===== src/hdl/sfvs_fifo.sv =====
// ============================================================================
// sfvs_fifo
// Small register FIFO used between the pipeline parts and at the output.
// ============================================================================
module sfvs_fifo #(
    parameter int WIDTH = 8,
    parameter int DEPTH = 2
) (
    input  logic             clk,
    input  logic             rst_n,
    input  logic             push,
    input  logic [WIDTH-1:0] din,
    output logic             full,
    input  logic             pop,
    output logic [WIDTH-1:0] dout,
    output logic             empty
);

    localparam int AW = (DEPTH > 1) ? $clog2(DEPTH) : 1;
    localparam int CW = $clog2(DEPTH + 1);

    logic [WIDTH-1:0] mem [DEPTH];
    logic [AW-1:0]    wr_ptr_reg, wr_ptr_next;
    logic [AW-1:0]    rd_ptr_reg, rd_ptr_next;
    logic [CW-1:0]    count_reg, count_next;
    logic             do_push, do_pop;

    assign full    = (count_reg == CW'(DEPTH));
    assign empty   = (count_reg == '0);
    assign dout    = mem[rd_ptr_reg];
    assign do_push = push && !full;
    assign do_pop  = pop && !empty;

    // Advance pointers with wrap
    always_comb
    begin
        wr_ptr_next = wr_ptr_reg;
        rd_ptr_next = rd_ptr_reg;
        count_next  = count_reg;
        if (do_push)
        begin
            wr_ptr_next = (wr_ptr_reg == AW'(DEPTH - 1)) ? '0 : wr_ptr_reg + AW'(1);
        end
        if (do_pop)
        begin
            rd_ptr_next = (rd_ptr_reg == AW'(DEPTH - 1)) ? '0 : rd_ptr_reg + AW'(1);
        end
        if (do_push && !do_pop)
        begin
            count_next = count_reg + CW'(1);
        end
        else if (do_pop && !do_push)
        begin
            count_next = count_reg - CW'(1);
        end
    end

    always_ff @(posedge clk or negedge rst_n)
    begin
        if (!rst_n)
        begin
            wr_ptr_reg <= '0;
            rd_ptr_reg <= '0;
            count_reg  <= '0;
        end
        else
        begin
            wr_ptr_reg <= wr_ptr_next;
            rd_ptr_reg <= rd_ptr_next;
            count_reg  <= count_next;
        end
    end

    // Store entry
    always_ff @(posedge clk)
    begin
        if (do_push)
        begin
            mem[wr_ptr_reg] <= din;
        end
    end

endmodule


===== config.mk =====
export PLATFORM = sky130hd
export DESIGN_NAME = sfvs_fifo
export DESIGN_NICKNAME = d
export VERILOG_FILES = /design/src/hdl/sfvs_fifo.sv
export SDC_FILE = /design/constraint.sdc
export NUM_CORES = 1
export LEC_CHECK = 0
export ABC_CLOCK_PERIOD_IN_PS = 3300
export BUFFER_PORTS_ARGS = -buffer_cell sky130_fd_sc_hd__buf_2
export CORE_MARGIN = 10
export CORE_UTILIZATION = 25
export DETAILED_ROUTE_END_ITERATION = 16
export SLEW_MARGIN = 10
export SYNTH_ARGS = -nofsm -noshare
export SYNTH_HDL_FRONTEND = slang
export SYNTH_SLANG_ARGS = --single-unit

===== constraint.sdc =====
create_clock -name clk -period 3.3 [get_ports clk]
set_input_delay 0.33 -clock clk [delete_from_list [all_inputs] [get_ports clk]]
set_output_delay 0.33 -clock clk [all_outputs]
set_load 0.02 [all_outputs]

**Word level (Yosys, flattened, before mapping)**

Memory sizes are Yosys's and may differ from the RTL's.
Cells that the tools add are included.

- Input port bits: 12
- Memory bits (read-only): 0
- Output and inout port bits: 10
- Memories: 1
- RAM bits: 16
- Flip-flop bits (word level): 4
- Word-level logic and storage cells: 25
- Bits in latches: 0

- Add/subtract/negate cells: 4
- Bitwise logic cells: 0
- Shifts and indexed selects: 0
- Divide/modulo/power cells: 0
- $lt $le $gt $ge: 0
- $mul: 0
- Mux-type cells: 6
- Eq/ne operators: 1
- Reduce and logical (&&, ||, !) cells: 10

Memories:

| name | depth | width | read ports | clocked after memory_dff | write ports | RTL line | RTL |
|---|---|---|---|---|---|---|---|
| mem | 2 | 8 | 1 | 0 | 1 | 22 | `logic [WIDTH-1:0] mem [DEPTH];` |

Operators with widths:

| cell | count |
|---|---|
| logical AND 1 bit | 4 |
| logical NOT 1 bit | 4 |
| 2-to-1 mux 1 bit | 4 |
| 2-to-1 mux 2 bit | 2 |
| adder 1 bit, second input constant | 2 |
| adder 2 x 1 -> 2 bit, second input constant | 1 |
| == test 2 bit, second input constant | 1 |
| logical NOT 2 bit | 1 |
| nonzero test 2 bit | 1 |
| subtractor 2 x 1 -> 2 bit, second input constant | 1 |

**Depth between registers and ports, before layout**

- Depth after elaboration: 7
- Gate-level depth with buffers: 7
- Depth with buffers taken out: 7

**Worst setup path before layout**

No wires, ideal clock.

- Kind: flip-flop to flip-flop
- Start point: reg count_reg[0]
- End point: mem mem[0][0], enable pin
- Arrival time: 1.022 ns
- Clock period less this slack: 1.392 ns
- Setup slack: 1.908 ns
- Buffers on the path: 0
- Required time: 2.930 ns
- Stages on the path, launching flop included: 4
- Setup time: 0.370 ns
- Cells stage by stage: dfrtp_1 nand2b_1 nand2_2 nor2_1

- Cells in the longest elaborated chain, start to end: 5

Ends and longest elaborated chain:

| what | RTL line | RTL |
|---|---|---|
| from (decl) | 25 | `logic [CW-1:0] count_reg, count_next;` |
| from (signal assigned) | 70 | `count_reg <= count_next;` |
| == test 2 bit | 28 | `assign full = (count_reg == CW'(DEPTH));` |
| logical NOT 1 bit | 31 | `assign do_push = push && !full;` |
| logical AND 1 bit | 31 |  |
| 2-to-1 mux 1 bit | 77 | `if (do_push)` |
| 2-to-1 mux 1 bit (not written as such) | 79 | `mem[wr_ptr_reg] <= din;` |
| to (decl) | 22 |  |

Every way passes these cells.

**Worst setup path after layout**

- Start point: reg rd_ptr_reg
- End point: out dout[2]

- Cells in the longest elaborated chain, start to end: 1

Ends and longest elaborated chain:

| what | RTL line | RTL |
|---|---|---|
| from (decl) | 24 | `logic [AW-1:0] rd_ptr_reg, rd_ptr_next;` |
| from (signal assigned) | 69 | `rd_ptr_reg <= rd_ptr_next;` |
| memory read (2 x 8 bit) | -- |  |
| to (decl) | 15 | `output logic [WIDTH-1:0] dout,` |

Every way passes these cells.

==> run metrics <==
CTS tree=built; Worst EP required=2970 ps; CTS sink count=20; Worst-Margin Slew=692 ps; Port-buffer cells=21; vias per std cell=3.83; FP Rows=20; syn avg cell area=17.8 um^2; die width=75.9 um; crit path kind=reg -> out; root buf cell=clkbuf_4; final setup fails=0; dpl hpwl=1110 um; clk_lat worst skew=290 ps; Max-Cap Viols=0; Peak VDD IR=256 uV; die footprint=5770 um^2; clk slew on worst S/H paths=110 ps; 1st-iter DRT viols=32; number of remaining DRC errors=0; Startpoint Class=flop; Tcrit/Tclk final=0.532; Clock power frac=0.139; RSZ-0062 raised after global routing=false; net load switching power=0.298 mW; Routed Antenna Nets=0; Synth Instances=44; Hold Path Class=in -> reg; Final Slew Violations=0; Clock H-tree levels=1; CP Capture Type=output pin; initial antenna violation count=0; Distinct cells, synth=15; io pins=22; GRT Residual Overflow=0; CP max FO=9; Syn Nets=57; switching share of power=0.359; Setup TNS=0 ps; first-pass GRT wire length=2390 um; skew final=2.95 ps; average wire per standard cell=12.5 um; Flop pwr share=0.490; mapped cell area=782 um^2; Critical R2R Launch=count_reg[0]$_DFFE_PN0P_; synth-to-layout area growth=24.5%; clock buffer depth=2; initial core utilization=0.258; FF-to-FF path depth=3; Final Net Count=83; largest net degree at the start of global routing=12; diode count=0; GP Congestion=0.661; Worst Hold Launch=din[1]; sequential element share of the synthesized area=0.742; Fillers=308; routed vias=433; Die Y=75.9 um; Hold Path Depth=1; max reg flops=16; critical path launch point=rd_ptr_reg$_DFFE_PN0P_; Rel. slew slack=0.537; Tot Pwr=0.829 mW; Final Hold Vio Count=0; TritonCTS buffer count=3; vias in the first global route=520; status=completed; core area=3030 um^2; Leak=0.393 nW; Int Pwr=0.531 mW; Cell Pwr Density=851 nW/um^2; arrival time at the worst endpoint=1420 ps; Synth Register Bits=20; YS warnings=0; share of cells above drive strength 1=0.406; gr usage total=0.0517; fmax=0.570 GHz; total wire length=1410 um; power share of the combinational group=0.371; first drt pass iteration count=3; post-layout minimum cycle time=1750 ps
[metal layers]
layer | vias to the layer above | routed length, um | GRT usage
li1 | 207 | - | -
met1 | 211 | 579 | 0.0536
met2 | 13 | 690 | 0.0867
met3 | 2 | 132 | 0.0283
met4 | 0 | 8 | 0.0170
met5 | - | 0 | 0
[stage by stage]
stage	hold slack (ps)	std cells	area (um^2)	setup WS (ps)	utilization
after global routing	213	113	973	1440	0.321
after CTS	216	113	973	1510	0.321
after global placement	142	108	937	1740	0.310
after detailed placement	146	108	937	1670	0.310
after floorplan	34.4	44	782	1910	-
final	225	113	973	1550	0.321
[layout by cell type (no fill, tap or decap)]
cell type and count:
and3_1 1, buf_2 21, clkbuf_1 1, clkbuf_4 3, dfrtp_1 4, dlygate4sd3_1 1
edfxtp_1 16, ha_1 1, inv_1 2, mux2_1 6, mux2_2 2, nand2_2 1
nand2b_1 1, nor2_1 3, o21ai_1 1, xnor2_1 2, xnor2_2 1, xor2_1 2
[area by class of cell]
class	instances	area [um^2]	share of cell area
flip-flops and latches	20	581	0.596
inverters	2	7.51	0.00771
repair buffers	22	115	0.118
well taps	44	55.1	0.0566
multi-input cells	21	189	0.194
clock buffers	4	26.3	0.0270
[Yosys cell counts]
master / number / area [um^2]
edfxtp_1: 16 / 480
mux2_1: 6 / 67.6
dfrtp_1: 4 / 100
nor2_1: 3 / 11.3
inv_1: 2 / 7.51
mux2_2: 2 / 22.5
xnor2_1: 2 / 17.5
xor2_1: 2 / 17.5
and3_1: 1 / 6.26
buf_2: 1 / 5.00
ha_1: 1 / 12.5
nand2_2: 1 / 6.26
nand2b_1: 1 / 6.26
o21ai_1: 1 / 5.00
xnor2_2: 1 / 16.3
[repair_timing]
action,4_1_cts,5_1_grt
hold buffers,1,0
endpoints found under the hold margin,4,0
setup buffers,0,0
resized for setup,0,0
[kinds of logic (layout without fill, tap and decap cells)]
kind of cell,after synthesis,after routing,synth area share
buffers and inverters,3,28,0.0160
and+or+nand+nor,6,6,0.0384
adders and majority gates,1,1,0.0160
muxes,8,8,0.115
AOI/OAI and AO/OA,1,1,0.00639
DFF,20,20,0.742
xor gates and xnor gates,5,5,0.0656
[path summary, 6_finish.rpt]
kind / end / slack (ps)
worst max-delay path: dout[2] / 1550
worst min-delay path: mem[1][1]$_DFFE_PP_ / 230
worst max register to register: mem[0][4]$_DFFE_PP_ / 1700
worst min register to register: count_reg[1]$_DFFE_PN0P_ / 530
max in group asynchronous: count_reg[0]$_DFFE_PN0P_ / 2810
min in group asynchronous: wr_ptr_reg$_DFFE_PN0N_ / 370
[power groups by stage]
stage	Sequential, mW	Clock (mW)	Combinational (mW)
after floorplan	0.384	0	0.243
after global placement	0.411	0	0.307
after detailed placement	0.414	0	0.313
after CTS	0.408	0.121	0.317
after global routing	0.420	0.130	0.343
final	0.406	0.115	0.308
[worst max-delay path, cell delays in order, from the launching register on]
cell	delay (ps)
dfrtp_1	600
mux2_2	380
buf_2	160
Note: power is estimated with default switching activity, not from simulation.
