[src/hdl/sfvs_pkg.sv]
// ============================================================================
// sfvs_pkg
// Shared types, constants and helpers for the stream-function velocity stencil.
// ============================================================================
package sfvs_pkg;

    // Default grid capacity
    localparam int DEF_MAX_PADDED_COLUMNS = 256;
    localparam int DEF_MAX_PADDED_ROWS    = 256;

    // Configuration register indexes
    localparam int CFG_INDEX_W = 2;
    localparam int CFG_DATA_W  = 8;
    localparam logic [CFG_INDEX_W-1:0] REG_INTERIOR_COLUMNS = 2'd0;
    localparam logic [CFG_INDEX_W-1:0] REG_INTERIOR_ROWS    = 2'd1;
    localparam logic [CFG_DATA_W-1:0]  REG_RESET_VALUE      = 8'd64;

    // Fixed-point constants (Q16.16)
    localparam logic signed [31:0] ONE_Q16  = 32'sh0001_0000;
    localparam logic signed [31:0] ZERO_Q16 = 32'sh0000_0000;
    localparam logic signed [31:0] SAT_MAX  = 32'sh7FFF_FFFF;
    localparam logic signed [31:0] SAT_MIN  = 32'sh8000_0000;

    // Divider: 33-bit magnitude shifted up by 16 gives 49 quotient bits
    localparam int FRAC_BITS = 16;
    localparam int DIFF_W    = 33;
    localparam int DIV_STEPS = DIFF_W + FRAC_BITS;

    // Width used to size the padded grid
    localparam int PAD_W = 13;

    typedef struct packed {
        logic signed [31:0] psi_value;
        logic signed [31:0] x_position;
        logic signed [31:0] y_position;
    } sample_t;

    typedef struct packed {
        logic [7:0]         cell_column;
        logic [7:0]         cell_row;
        logic signed [31:0] velocity_u;
        logic signed [31:0] velocity_v;
        logic               divide_fault;
        logic               frame_end;
    } result_t;

    // One pending result: either fixed or two quotients to work out
    typedef struct packed {
        logic                      compute;
        logic [7:0]                col;
        logic [7:0]                row;
        logic signed [31:0]        fixed_u;
        logic signed [DIFF_W-1:0]  num_u;
        logic signed [DIFF_W-1:0]  den_u;
        logic signed [DIFF_W-1:0]  num_v;
        logic signed [DIFF_W-1:0]  den_v;
        logic                      frame_end;
    } job_t;

    typedef enum logic [2:0] {
        F_IDLE,
        F_READ_A,
        F_READ_B,
        F_READ_C,
        F_EMIT_A,
        F_EMIT_B,
        F_WRITE
    } front_state_t;

    typedef enum logic [1:0] {
        B_IDLE,
        B_DIV_U,
        B_DIV_V,
        B_OUT
    } back_state_t;

    // Padded size: register clamped to 1..254, capped by capacity, plus two
    function automatic logic [PAD_W-1:0] padded_size(input logic [7:0] reg_value,
                                                      input logic [PAD_W-1:0] cap);
        logic [PAD_W-1:0] n;
        n = PAD_W'(reg_value);
        if (n < PAD_W'(1))
            n = PAD_W'(1);
        if (n > PAD_W'(254))
            n = PAD_W'(254);
        if (n + PAD_W'(2) > cap)
            n = cap - PAD_W'(2);
        return n + PAD_W'(2);
    endfunction

endpackage

[src/hdl/sfvs_div.sv]
// ============================================================================
// sfvs_div
// Serial signed Q16.16 divider, one quotient bit per cycle, saturating.
// ============================================================================
module sfvs_div
    import sfvs_pkg::*;
(
    input  logic                     clk,
    input  logic                     rst_n,
    input  logic                     start,
    input  logic signed [DIFF_W-1:0] num,
    input  logic signed [DIFF_W-1:0] den,
    output logic                     done,
    output logic signed [31:0]       quot,
    output logic                     fault
);

    localparam int ACC_W  = DIV_STEPS;
    localparam int STEP_W = $clog2(DIV_STEPS + 1);

    logic              busy_reg;
    logic              done_reg;
    logic [STEP_W-1:0] step_reg;
    logic [ACC_W-1:0]  acc_reg;
    logic [DIFF_W-1:0] rem_reg;
    logic [DIFF_W-1:0] dmag_reg;
    logic              neg_reg;
    logic              zero_reg;

    logic [DIFF_W-1:0] num_mag, den_mag;
    logic [DIFF_W:0]   trial;
    logic              qbit;
    logic [DIFF_W-1:0] rem_next;

    assign num_mag = num[DIFF_W-1] ? DIFF_W'(-num) : DIFF_W'(num);
    assign den_mag = den[DIFF_W-1] ? DIFF_W'(-den) : DIFF_W'(den);

    // Restoring step: shift in the next dividend bit, subtract if it fits
    always_comb
    begin
        trial = {rem_reg, acc_reg[ACC_W-1]};
        qbit  = (trial >= {1'b0, dmag_reg});
        if (qbit)
            rem_next = DIFF_W'(trial - {1'b0, dmag_reg});
        else
            rem_next = trial[DIFF_W-1:0];
    end

    always_ff @(posedge clk or negedge rst_n)
    begin
        if (!rst_n)
        begin
            busy_reg <= 1'b0;
            done_reg <= 1'b0;
            step_reg <= '0;
        end
        else
        begin
            done_reg <= 1'b0;
            if (start && !busy_reg)
            begin
                busy_reg <= 1'b1;
                step_reg <= STEP_W'(DIV_STEPS);
            end
            else if (busy_reg)
            begin
                step_reg <= step_reg - STEP_W'(1);
                if (step_reg == STEP_W'(1))
                begin
                    busy_reg <= 1'b0;
                    done_reg <= 1'b1;
                end
            end
        end
    end

    always_ff @(posedge clk)
    begin
        if (start && !busy_reg)
        begin
            acc_reg  <= {num_mag, {FRAC_BITS{1'b0}}};
            rem_reg  <= '0;
            dmag_reg <= den_mag;
            neg_reg  <= num[DIFF_W-1] ^ den[DIFF_W-1];
            zero_reg <= (den == '0);
        end
        else if (busy_reg)
        begin
            acc_reg <= {acc_reg[ACC_W-2:0], qbit};
            rem_reg <= rem_next;
        end
    end

    // Apply sign, saturate, force zero on a zero divisor
    always_comb
    begin
        if (zero_reg)
            quot = ZERO_Q16;
        else if (neg_reg)
            quot = (acc_reg > ACC_W'(64'h8000_0000)) ? SAT_MIN : -signed'(acc_reg[31:0]);
        else
            quot = (acc_reg > ACC_W'(64'h7FFF_FFFF)) ? SAT_MAX : signed'(acc_reg[31:0]);
    end

    assign done  = done_reg;
    assign fault = zero_reg;

endmodule

[src/hdl/sfvs_back.sv]
// ============================================================================
// sfvs_back
// Takes queued jobs, runs both quotients of each compute job through the shared
// divider and hands finished results to the output queue.
// ============================================================================
module sfvs_back
    import sfvs_pkg::*;
(
    input  logic    clk,
    input  logic    rst_n,
    input  logic    job_empty,
    input  job_t    job_in,
    output logic    job_pop,
    output logic    res_push,
    output result_t res_data,
    input  logic    res_full
);

    back_state_t state_reg, state_next;

    job_t    job_reg;
    result_t res_reg;

    logic                     div_start;
    logic signed [DIFF_W-1:0] div_num, div_den;
    logic                     div_done;
    logic signed [31:0]       div_quot;
    logic                     div_fault;

    sfvs_div u_div (
        .clk   (clk),
        .rst_n (rst_n),
        .start (div_start),
        .num   (div_num),
        .den   (div_den),
        .done  (div_done),
        .quot  (div_quot),
        .fault (div_fault)
    );

    // Next state
    always_comb
    begin
        state_next = state_reg;
        unique case (state_reg)
            B_IDLE:
            begin
                if (!job_empty)
                    state_next = job_in.compute ? B_DIV_U : B_OUT;
            end
            B_DIV_U:  if (div_done) state_next = B_DIV_V;
            B_DIV_V:  if (div_done) state_next = B_OUT;
            B_OUT:    if (!res_full) state_next = B_IDLE;
            default:  state_next = B_IDLE;
        endcase
    end

    // Outputs
    always_comb
    begin
        job_pop   = 1'b0;
        res_push  = 1'b0;
        div_start = 1'b0;
        div_num   = job_in.num_u;
        div_den   = job_in.den_u;
        unique case (state_reg)
            B_IDLE:
            begin
                job_pop   = !job_empty;
                div_start = !job_empty && job_in.compute;
            end
            B_DIV_U:
            begin
                div_start = div_done;
                div_num   = job_reg.num_v;
                div_den   = job_reg.den_v;
            end
            B_OUT:    res_push = !res_full;
            default:  ;
        endcase
    end

    assign res_data = res_reg;

    always_ff @(posedge clk or negedge rst_n)
    begin
        if (!rst_n)
            state_reg <= B_IDLE;
        else
            state_reg <= state_next;
    end

    // Build the result
    always_ff @(posedge clk)
    begin
        unique case (state_reg)
            B_IDLE:
            begin
                if (!job_empty)
                begin
                    job_reg              <= job_in;
                    res_reg.cell_column  <= job_in.col;
                    res_reg.cell_row     <= job_in.row;
                    res_reg.velocity_u   <= job_in.fixed_u;
                    res_reg.velocity_v   <= ZERO_Q16;
                    res_reg.divide_fault <= 1'b0;
                    res_reg.frame_end    <= job_in.frame_end;
                end
            end
            B_DIV_U:
            begin
                if (div_done)
                begin
                    res_reg.velocity_u   <= div_quot;
                    res_reg.divide_fault <= div_fault;
                end
            end
            B_DIV_V:
            begin
                if (div_done)
                begin
                    res_reg.velocity_v   <= div_quot;
                    res_reg.divide_fault <= res_reg.divide_fault | div_fault;
                end
            end
            default: ;
        endcase
    end

endmodule

[config.mk]
export PLATFORM = sky130hd
export DESIGN_NAME = sfvs_back
export DESIGN_NICKNAME = d
export VERILOG_FILES = /design/src/hdl/sfvs_pkg.sv /design/src/hdl/sfvs_div.sv /design/src/hdl/sfvs_back.sv
export SDC_FILE = /design/constraint.sdc
export NUM_CORES = 1
export LEC_CHECK = 0
export BUFFER_PORTS_ARGS = -buffer_cell sky130_fd_sc_hd__buf_2
export CAP_MARGIN = 20
export CORE_MARGIN = 2
export CORE_UTILIZATION = 58
export CTS_BUF_LIST = sky130_fd_sc_hd__clkbuf_4 sky130_fd_sc_hd__clkbuf_8
export CTS_CLUSTER_SIZE = 30
export DETAILED_ROUTE_END_ITERATION = 16
export GPL_TIMING_DRIVEN = 0
export PLACE_DENSITY = 0.78
export SLEW_MARGIN = 20
export SYNTH_ARGS = -nofsm -noshare
export SYNTH_HDL_FRONTEND = slang
export SYNTH_SLANG_ARGS = --single-unit
[constraint.sdc]
create_clock -name clk -period 7.87 [get_ports clk]
set_input_delay 1.574 -clock clk [delete_from_list [all_inputs] [get_ports clk]]
set_output_delay 1.574 -clock clk [all_outputs]
set_load 0.03 [all_outputs]
-- After elaboration in Yosys (flattened, before gate mapping)
Index checks and enable logic that the tools add are counted.
- flip-flop bits (word level): 275
- logic and storage cells: 89
- input bits: 186
- order comparisons: 3
- muxes and demuxes: 35
- bitwise gates (word level): 3
- add/subtract/negate cells: 5
- reduce and logical (&&, ||, !) cells: 16
- eq/ne operators: 8
- operator list (operator ; count):
    $mux 32 ; 6
    $mux 33 ; 5
    $pmux 32 s2 ; 2
    $mux 49 ; 2
    $mux 66 ; 1
    $neg 33->33 ; 2
    $gt 49x31->1 const B ; 1
    $gt 49x32->1 const B ; 1
    $ge 34x33->1 ; 1
    $logic_not 33->1 ; 1
    $sub 33x33->33 ; 1
    $neg 32->32 ; 1
    $mux 6 ; 2
    $mux 2 ; 5
    $mux 1 ; 9
    $pmux 2 s4 ; 1
    $reduce_and 4->1 ; 2
    $eq 6x1->1 const B ; 1
    $reduce_and 3->1 ; 2
    $reduce_bool 2->1 ; 3
    $sub 6x1->6 const B ; 1
    $eq 2x2->1 const B ; 2
    $ne 2x1->1 const B ; 2
    $ne 2x2->1 const B ; 2
    11 further kinds ; 14

-- Logic depth before layout (Yosys ltp)
Gate-level depths: netlist of the first run.
- depth in word-level cells: 6
- gate-level depth with buffers: 22

-- By module
From an unflattened synthesis of the first run, not the netlist that was laid out.
- cells, all modules: 1405
- area total of the unflattened synthesis: 14951.8 sq um
- by module, submodules not included (module ; instances ; cells an instance ; seq. area each (sq um) ; area each (sq um)):
    sfvs_div ; 1 ; 1073 ; 3223.1 ; 8874.8
    sfvs_back ; 1 ; 332 ; 4494.3 ; 6077.1

-- Worst setup path before layout of the first run
OpenSTA, ideal clock, no wires.
- kind: input -> register
- start: input job_empty
- end: register u_div.dmag_reg[0], enable pin
- data required time: 7.457 ns
- stages on the path: 4
- data arrival time: 8.013 ns
- setup slack: -0.556 ns
- cells stage by stage: nor2b_1 a22oi_1 nor2_1 clkbuf_1
- longest elaborated chain between the ends: 4
- ends and longest elaborated chain (what ; RTL line ; text):
    from (decl) ; sfvs_back.sv:11 ; input logic job_empty,
    $logic_not 1->1 ; n/a ;
    $logic_and 1x1->1 ; sfvs_back.sv:70 ; div_start = !job_empty && job_in.compute;
    $pmux 1 s2 ; sfvs_back.sv:66 ; unique case (state_reg)
    $logic_and 1x1->1 ; sfvs_div.sv:79 ; if (start && !busy_reg)
    to (signal assigned) ; sfvs_div.sv:83 ; dmag_reg <= den_mag;
    to (decl) ; sfvs_div.sv:26 ; logic [DIFF_W-1:0] dmag_reg;
No other way between the ends.
A chain may end at the register's enable or synchronous reset.

-- Worst setup path after layout of the first run
- start: register state_reg[1]
- end: register u_div.dmag_reg[32], data pin
- longest elaborated chain between the ends: 3
- ends and longest elaborated chain (what ; RTL line ; text):
    from (decl) ; sfvs_back.sv:19 ; back_state_t state_reg, state_next;
    from (signal assigned) ; sfvs_back.sv:90 ; state_reg <= state_next;
    $eq 2x1->1 (*) ; sfvs_back.sv:66 ;
    $mux 33 (*) ; sfvs_back.sv:66 ;
    $neg 33->33 ; sfvs_div.sv:36 ; assign den_mag = den[DIFF_W-1] ? DIFF_W'(-den) : DIFF_W'(den);
Mark *: on every way between the ends. The rest lies on a longest branch, timed or not.

==> metrics.md, run 1 <==
| Metric | Value |
|---|---|
| Status | finished clean |
| Slew margin rel. | approximately two fifths |
| Synth Area in Adders | under 10% |
| Post-CTS Hold Buffers | 0 |
| Post-Syn Instances | around 1400 |
| Critical path's top delay family | buffers and inverters |
| Synth Register Bits | 275 |
| First-pass GRT wire length | roughly 64 mm |
| Worst vdd ir | between 0.00015 and 0.0002 V |
| Via density | a little under 6 |
| Detail Placement HPWL | roughly 30 mm |
| Buf/Inv on CP | 10 |
| Max Slew Vio Count | 0 |
| DRC | 0 |
| Post-synthesis simple-gate area fraction | between 10% and 20% |
| Actual slew at the worst max-slew pin | between 800 and 900 ps |
| Clock period minus final worst setup slack | about 6300 ps |
| H-tree levels | 2 |
| Die area | approximately 28000 um2 |
| Share of layout cells above drive strength 1 | between 20% and 30% |
| Final hold violation count | 0 |
| CTS tree | built |
| Crit path top cell by count | buf_2 |
| Initial antenna violation count | 0 |
| RSZ-0062 raised after global routing | no |
| CP required | 8200 ps |
| Max frequency | 158.4 MHz |
| Synth cell types | between 80 and 90 |
| Area Growth Syn to Fin | 18.55% |
| Ant diodes | 0 |
| Root Driver | clkbuf_8 |
| Via count | roughly 13000 |
| Rows | 59 |
| Min-delay worst type | flip-flop to flip-flop |
| WL per Instance | ~19 um |
| Dpl ws | 1657 ps |
| Total gr overflow | 0 |
| Starting density of the core | between 50% and 60% |
| Crit path kind | flip-flop to flip-flop |
| Clk_skew | 30.31 ps |
| Asr flop ratio synth | 3.636% |
| Compound-Gate Fraction of Synth Area | 16.16% |
| CP max stage delay | 420 ps |
| CP cell instances | inv_1 > ha_1 > buf_6 > buf_6 > buf_4 > buf_4 > buf_2 > buf_2 > buf_2 > buf_2 > buf_2 > mux2i_1 > ha_1 > o21ai_1 > nor4_1 > o21ai_1 > nor3_2 > and3_1 > nor2b_1 > and3_1 > ha_1 > and2_1 |
| Post-synth EDFFs | 216 |
| Worst setup SP type | flip-flop |
| Multi-input gate area | 6977 um2 |
| Core area | 25910 um2 |
| Worst setup EP type | flip-flop |
| GPL Wtd Cong | roughly 0.94 |
| Die Height | around 170 um |
| DRT antenna net count | 0 |
| Fillers | ~1900 |
| Synth warn | 0 |
| PD cells | between 150 and 200 nW/um2 |
| Boundary Pins | 270 |
| Sequential fraction of the synthesis area | 50.74% |
| Clock Tree Buf Depth | 3 |
| Synthesized area | 15210 um2 |
| GRT Util Overall | 28.85% |
| Final TNS setup | 0 ps |
| Resized cells post-CTS | 0 |
| Pleak | between 6 and 7 nW |
| DR iter-0 viols | roughly 1200 |
| MaxCap Viol Count | 0 |
| Fin nets | approximately 2000 |
| Mux contribution to synthesized area | just over 6% |
| Slowest CP cell | dfrtp_1 |
| Final core utilization | 69.59% |
| XOR/XNOR share of the synthesized area | under 10% |
| CTS buffer count | 45 |
| Vias in the first global route | around 12000 |
| Fin crit share | approximately four fifths |
| DR pass1 iterations | 5 |
| Max FFs per register | 82 |
| Number of setup buffers added after CTS | 0 |
| Syn Nets | 1672 |
| Combinational family with the most area after synthesis | compound AO/OA/AOI/OAI gates |
| Largest net degree at the start of global routing | 35 |
| Routed WL | about 40 mm |
| Critical-path maximum fanout | 10 |
| Avg Cell Area, Syn | 10.56 um2 |
| Worst setup margin | approximately 1600 ps |
| Final setup vio count | 0 |
| Register Area | roughly 7700 um2 |
| Worst-skew pair later-pin latency | about 580 ps |
| Number of port buffers | between 200 and 300 |
| Worst Path Arrival | between 6000 and 7000 ps |
| Synth Flop Type | edfxtp_1 |
| Clock Sinks | between 200 and 300 |
| Die X-Extent | between 150 and 200 um |
| Power Total | a little under 3 mW |
| CTS clk-pin slew, worst paths | around 70 ps |
==> cell type report <==
type | count | share of cell area (%)
sequential | 275 | 42.80
buffer | 73 | 1.950
clock buffer | 69 | 4.573
multi-input combinational | 1040 | 38.69
tap | 335 | 2.325
clock inverter | 11 | 0.2776
inverter | 52 | 1.083
timing repair buffer | 275 | 8.299
==> cell families after synthesis <==
logic type	count (synthesis)
XOR/XNOR	92
adder cells (fa/ha/maj)	46
buffers and inverters	125
AND/OR/NAND/NOR	442
AO/OA/AOI/OAI	369
multiplexers	91
flip-flops	275
==> path summary, 6_finish.rpt <==
check | start | to | slack [ps] | cells after the start
max in group asynchronous | rst_n | u_div.step_reg[1]$_DFFE_PN0P_ | 6760 | 1
hold / removal | u_div.rem_reg[9]$_SDFFE_PP0P_ | u_div.rem_reg[9]$_SDFFE_PP0P_ | 480 | 2
hold reg to reg | u_div.rem_reg[9]$_SDFFE_PP0P_ | u_div.rem_reg[9]$_SDFFE_PP0P_ | 480 | 2
setup reg to reg | state_reg[1]$_DFFE_PN0P_ | u_div.dmag_reg[32]$_SDFFCE_PN0P_ | 1560 | 22
min in group asynchronous | rst_n | u_div.step_reg[4]$_DFFE_PN0P_ | 880 | 1
setup / recovery | state_reg[1]$_DFFE_PN0P_ | u_div.dmag_reg[32]$_SDFFCE_PN0P_ | 1560 | 22
==> per-stage QoR <==
| stage | area (um2) | hold slack (ps) | instances |
|---|---|---|---|
| 2_1_floorplan | 15210 | 435.4 | 1440 |
| 3_3_place_gp | 16980 | 450.2 | 2044 |
| 3_5_place_dp | 17160 | 467.6 | 2050 |
| 4_1_cts | 18030 | 475.1 | 2130 |
| 5_1_grt | 18030 | 498.5 | 2130 |
| 6_report | 18030 | 477.9 | 2130 |
==> where the power goes <==
group | switching, mW | leakage (nW) | internal [mW] | total, mW
Combinational | 0.0761 | 4.10 | 0.0720 | 0.148
Sequential | 0 | 2.38 | 1.56 | 1.56
Clock | 0.567 | 0.472 | 0.665 | 1.23
==> placed cells by master (no fill, tap or decap), drive strengths merged, types with 16 or more instances in the layout <==
master    n
o22ai    17
buf     303
mux2     21
xnor2    55
nand2   148
dfxtp    49
a31oi    16
edfxtp  216
inv      52
a22o     49
o31ai    16
ha       45
mux2i    70
a21oi    75
xor2     37
nor3     42
nand2b   19
nand3    17
clkbuf  114
nor2    113
o21ai   111
==> layer usage <==
metal  wire length, um  GRT usage, %  vias up
met3              3669         6.459       76
li1                  -             -     5997
met2             18170         45.44      646
met1             17490         39.76     5963
met5                 0             0        -
met4              1257         9.868        0
==> synthesized netlist by cell type (15+ instances only) <==
cell      count  area (um2)
o21ai_0      83       415.4
dfxtp_1      49       980.9
a21o_1       15       112.6
o21ai_1      28       140.1
inv_1        51       191.4
mux2_2       19       214.0
nand2_1     147       551.8
buf_2        19       95.09
edfxtp_1    216        6486
clkbuf_1     45       168.9
o31ai_1      15       112.6
nand2b_1     19       118.9
a22o_1       49       429.2
mux2i_1      69       690.7
ha_1         45       563.0
a21oi_1      74       370.4
nor3_1       38       190.2
xnor2_1      55       481.7
o22ai_1      16       100.1
a31oi_1      16       100.1
nor2_1      112       420.4
xor2_1       37       324.1
nand3_1      17       85.08
==> worst register-to-register path, delay by kind of cell (launching register included) <==
family,cells,cell delay (ps)
buffers and inverters,10,2840
and+or+nand+nor,6,1500
adders and majority gates,3,630
DFF,1,420
AOI/OAI and AO/OA,2,390
muxes,1,290
(Power assumes the default switching activity.)
==> run 2, diff against run 1 <==
==> constraint.sdc (replaced) <==
create_clock -name clk -period 6.1 [get_ports clk]
set_input_delay 1.22 -clock clk [delete_from_list [all_inputs] [get_ports clk]]
set_output_delay 1.22 -clock clk [all_outputs]
set_load 0.03 [all_outputs]
==> run 2 against run 1 <==
Sequential power up 29%. Flip-flop and latch count unchanged. Worst setup slack got worse by 1100 ps. Largest power group unchanged.
==> metrics.md, run 2 (synthesis gave the netlist of run 1 again) <==
| Metric | Value |
|---|---|
| Max FFs per register | 82 (unchanged) |
| Initial antenna violation count | 0 (unchanged) |
| CP max stage delay | 420 ps (about the same) |
| Crit path kind | flip-flop to flip-flop |
| Root Driver | clkbuf_8 |
| CP cell instances | inv_1 > ha_1 > buf_6 > buf_6 > buf_4 > buf_4 > buf_2 > buf_2 > clkbuf_4 > buf_6 > mux2i_1 > ha_1 > o21ai_1 > nor4_1 > o21ai_1 > nor3_2 > and3_1 > nor2b_1 > and3_1 > ha_1 > and2_1 |
| H-tree levels | 2 (unchanged) |
| Clock Tree Buf Depth | 3 (unchanged) |
| Buf/Inv on CP | 9 (-1) |
| Critical-path maximum fanout | 19 (+9) |
| Clock Sinks | 275 (unchanged) |
| Clock period minus final worst setup slack | 5670 ps (-643.9 ps) |
| MaxCap Viol Count | 0 (unchanged) |
| Core area | 25910 um2 (unchanged) |
| CTS buffer count | 45 (unchanged) |
| Max Slew Vio Count | 0 (unchanged) |
| R2R cell count | 21 (-4.5%) |
| Worst setup SP type | flip-flop |
| First-pass GRT wire length | 64.13 mm (unchanged) |
| Worst setup EP type | flip-flop |
| Most common cell after layout, fill and taps aside | buf_2 |
| Fillers | 1928 (-0.052%) |
| GRT Util Overall | 28.85% (unchanged) |
| Vias in the first global route | 12090 (unchanged) |
| Post-CTS Hold Buffers | 0 (unchanged) |
| Total gr overflow | 0 (unchanged) |
| Largest net degree at the start of global routing | 35 (unchanged) |
| Final setup vio count | 0 (unchanged) |
| CTS tree | built |
| Detail Placement HPWL | 30.87 mm (unchanged) |
| Dpl ws | -113.1 ps (-1770 ps) |
| Min-delay worst type | flip-flop to flip-flop |
| Area Growth Syn to Fin | 18.58% (about the same) |
| Worst setup margin | 429.6 ps (-1126 ps) |
| GPL Wtd Cong | 0.9356 (unchanged) |
| Hold depth | 2 (unchanged) |
| Ant diodes | 0 (unchanged) |
| Worst Path Arrival | 5990 ps (-650 ps) |
| Routed WL | 40.52 mm (-0.16%) |
| Share of layout cells above drive strength 1 | 23.75% (-0.042 points) |
| Number of port buffers | 269 (unchanged) |
| PD cells | 210.3 nW/um2 (+29%) |
| Max frequency | 176.4 MHz (+11%) |
| Via count | 12710 (+0.20%) |
| Boundary Pins | 270 (unchanged) |
| Via density | 5.969 (+0.24%) |
| DRC | 0 (unchanged) |
| Commonest non-fill, non-tap cells in the layout | buf_2, edfxtp_1, nand2_1, nor2_1, o21ai_0 |
| Rows | 59 (unchanged) |
| Die Height | 165.9 um (unchanged) |
| Flop-to-flop setup slack | 430 ps (-1130 ps) |
| Slew margin rel. | 37.70% (-0.81 points) |
| WL per Instance | 19.03 um (-0.11%) |
| Fin crit share | 92.96% (+13 points) |
| CP required | 6420 ps (-1780 ps) |
| Final instance area | 18030 um2 (about the same) |
| Number of setup buffers added after CTS | 0 (unchanged) |
| Slowest CP cell | dfrtp_1 |
| Fin nets | 1993 (-0.050%) |
| Placed standard-cell area | 17160 um2 (unchanged) |
| DRT antenna net count | 0 (unchanged) |
| Actual slew at the worst max-slew pin | 934.5 ps (+37.86 ps) |
| Status | finished clean |
| Die area | 27530 um2 (unchanged) |
| R2R Path Start | state_reg[1]$_DFFE_PN0P_ |
| Power Total | 3.793 mW (+29%) |
| CTS clk-pin slew, worst paths | 70 ps (about the same) |
| Pleak | 6.944 nW (about the same) |
| Worst path depth | 21 (-4.5%) |
| Final hold violation count | 0 (unchanged) |
| Worst-skew pair later-pin latency | 580 ps (about the same) |
| Starting density of the core | 58.70% (unchanged) |
| RSZ-0062 raised after global routing | no |
| Critical path's top delay family | buffers and inverters |
| Worst vdd ir | 0.0002408 V (+29%) |
| DR iter-0 viols | 1171 (-5.6%) |
| DR pass1 iterations | 6 (+1) |
| Final TNS setup | 0 ps (unchanged) |
| Crit path launch | state_reg[1]$_DFFE_PN0P_ |
| HP Start | u_div.rem_reg[4]$_SDFFE_PP0P_ |
| Clk_skew | 30.74 ps (+0.4331 ps) |
| Die X-Extent | 165.9 um (unchanged) |
[run 2: cell count changes in the layout (fill, tap and decap cells not counted), sizes merged]
cell	delta
clkbuf	+1
buf	-2
[run 2: final cells by class]
type,instances,area (um2),share of cell area [%]
Multi-Input combinational cell,1040,6977,38.68
Timing Repair Buffer,275,1496,8.298
Clock buffer,69,824.5,4.572
Sequential cell,275,7717,42.79
Buffer,72,355.3,1.970
Clock inverter,11,50.05,0.2775
Tap cell,335,419.2,2.324
Inverter,52,195.2,1.082
[run 2: tightest hold or removal path, cell delays in order, from the launching register on]
cell,delay [ps]
dfxtp_1,320
nand2_1,50
mux2i_1,50
[run 2: timing repair]
action | in CTS | in global routing
endpoints found under the setup margin | 1 | 3
cloned | 0 | 0
gates resized for setup | 1 | 2
[run 2: power breakdown]
group / internal [mW] / switching (mW)
logic: 0.0929 / 0.0987
clock network: 0.858 / 0.729
registers: 2.02 / 0
total: 2.97 / 0.827
[run 2: final timing paths]
check	endpoint
setup reg to reg	u_div.dmag_reg[32]$_SDFFCE_PN0P_
min in group asynchronous	u_div.step_reg[5]$_DFFE_PN0P_
hold / removal	u_div.rem_reg[4]$_SDFFE_PP0P_
max in group asynchronous	u_div.step_reg[1]$_DFFE_PN0P_
setup / recovery	u_div.dmag_reg[32]$_SDFFCE_PN0P_
hold reg to reg	u_div.rem_reg[4]$_SDFFE_PP0P_
[run 2: per-stage QoR]
stage	hold WS, ps	std cells	util [%]
global placement	450.2	2044	65.52
floorplan	435.4	1440	-
global route	498.5	2129	69.60
finish	478.0	2129	69.60
CTS	475.1	2130	69.60
detailed placement	467.6	2050	66.21
[run 2: routing by layer]
layer / vias up / routed length [um] / track usage, %
met5: - / 0 / 0
met4: 0 / 1182 / 9.868
met3: 77 / 3551 / 6.459
met2: 615 / 18270 / 45.44
met1: 6016 / 17510 / 39.76
li1: 5999 / - / -
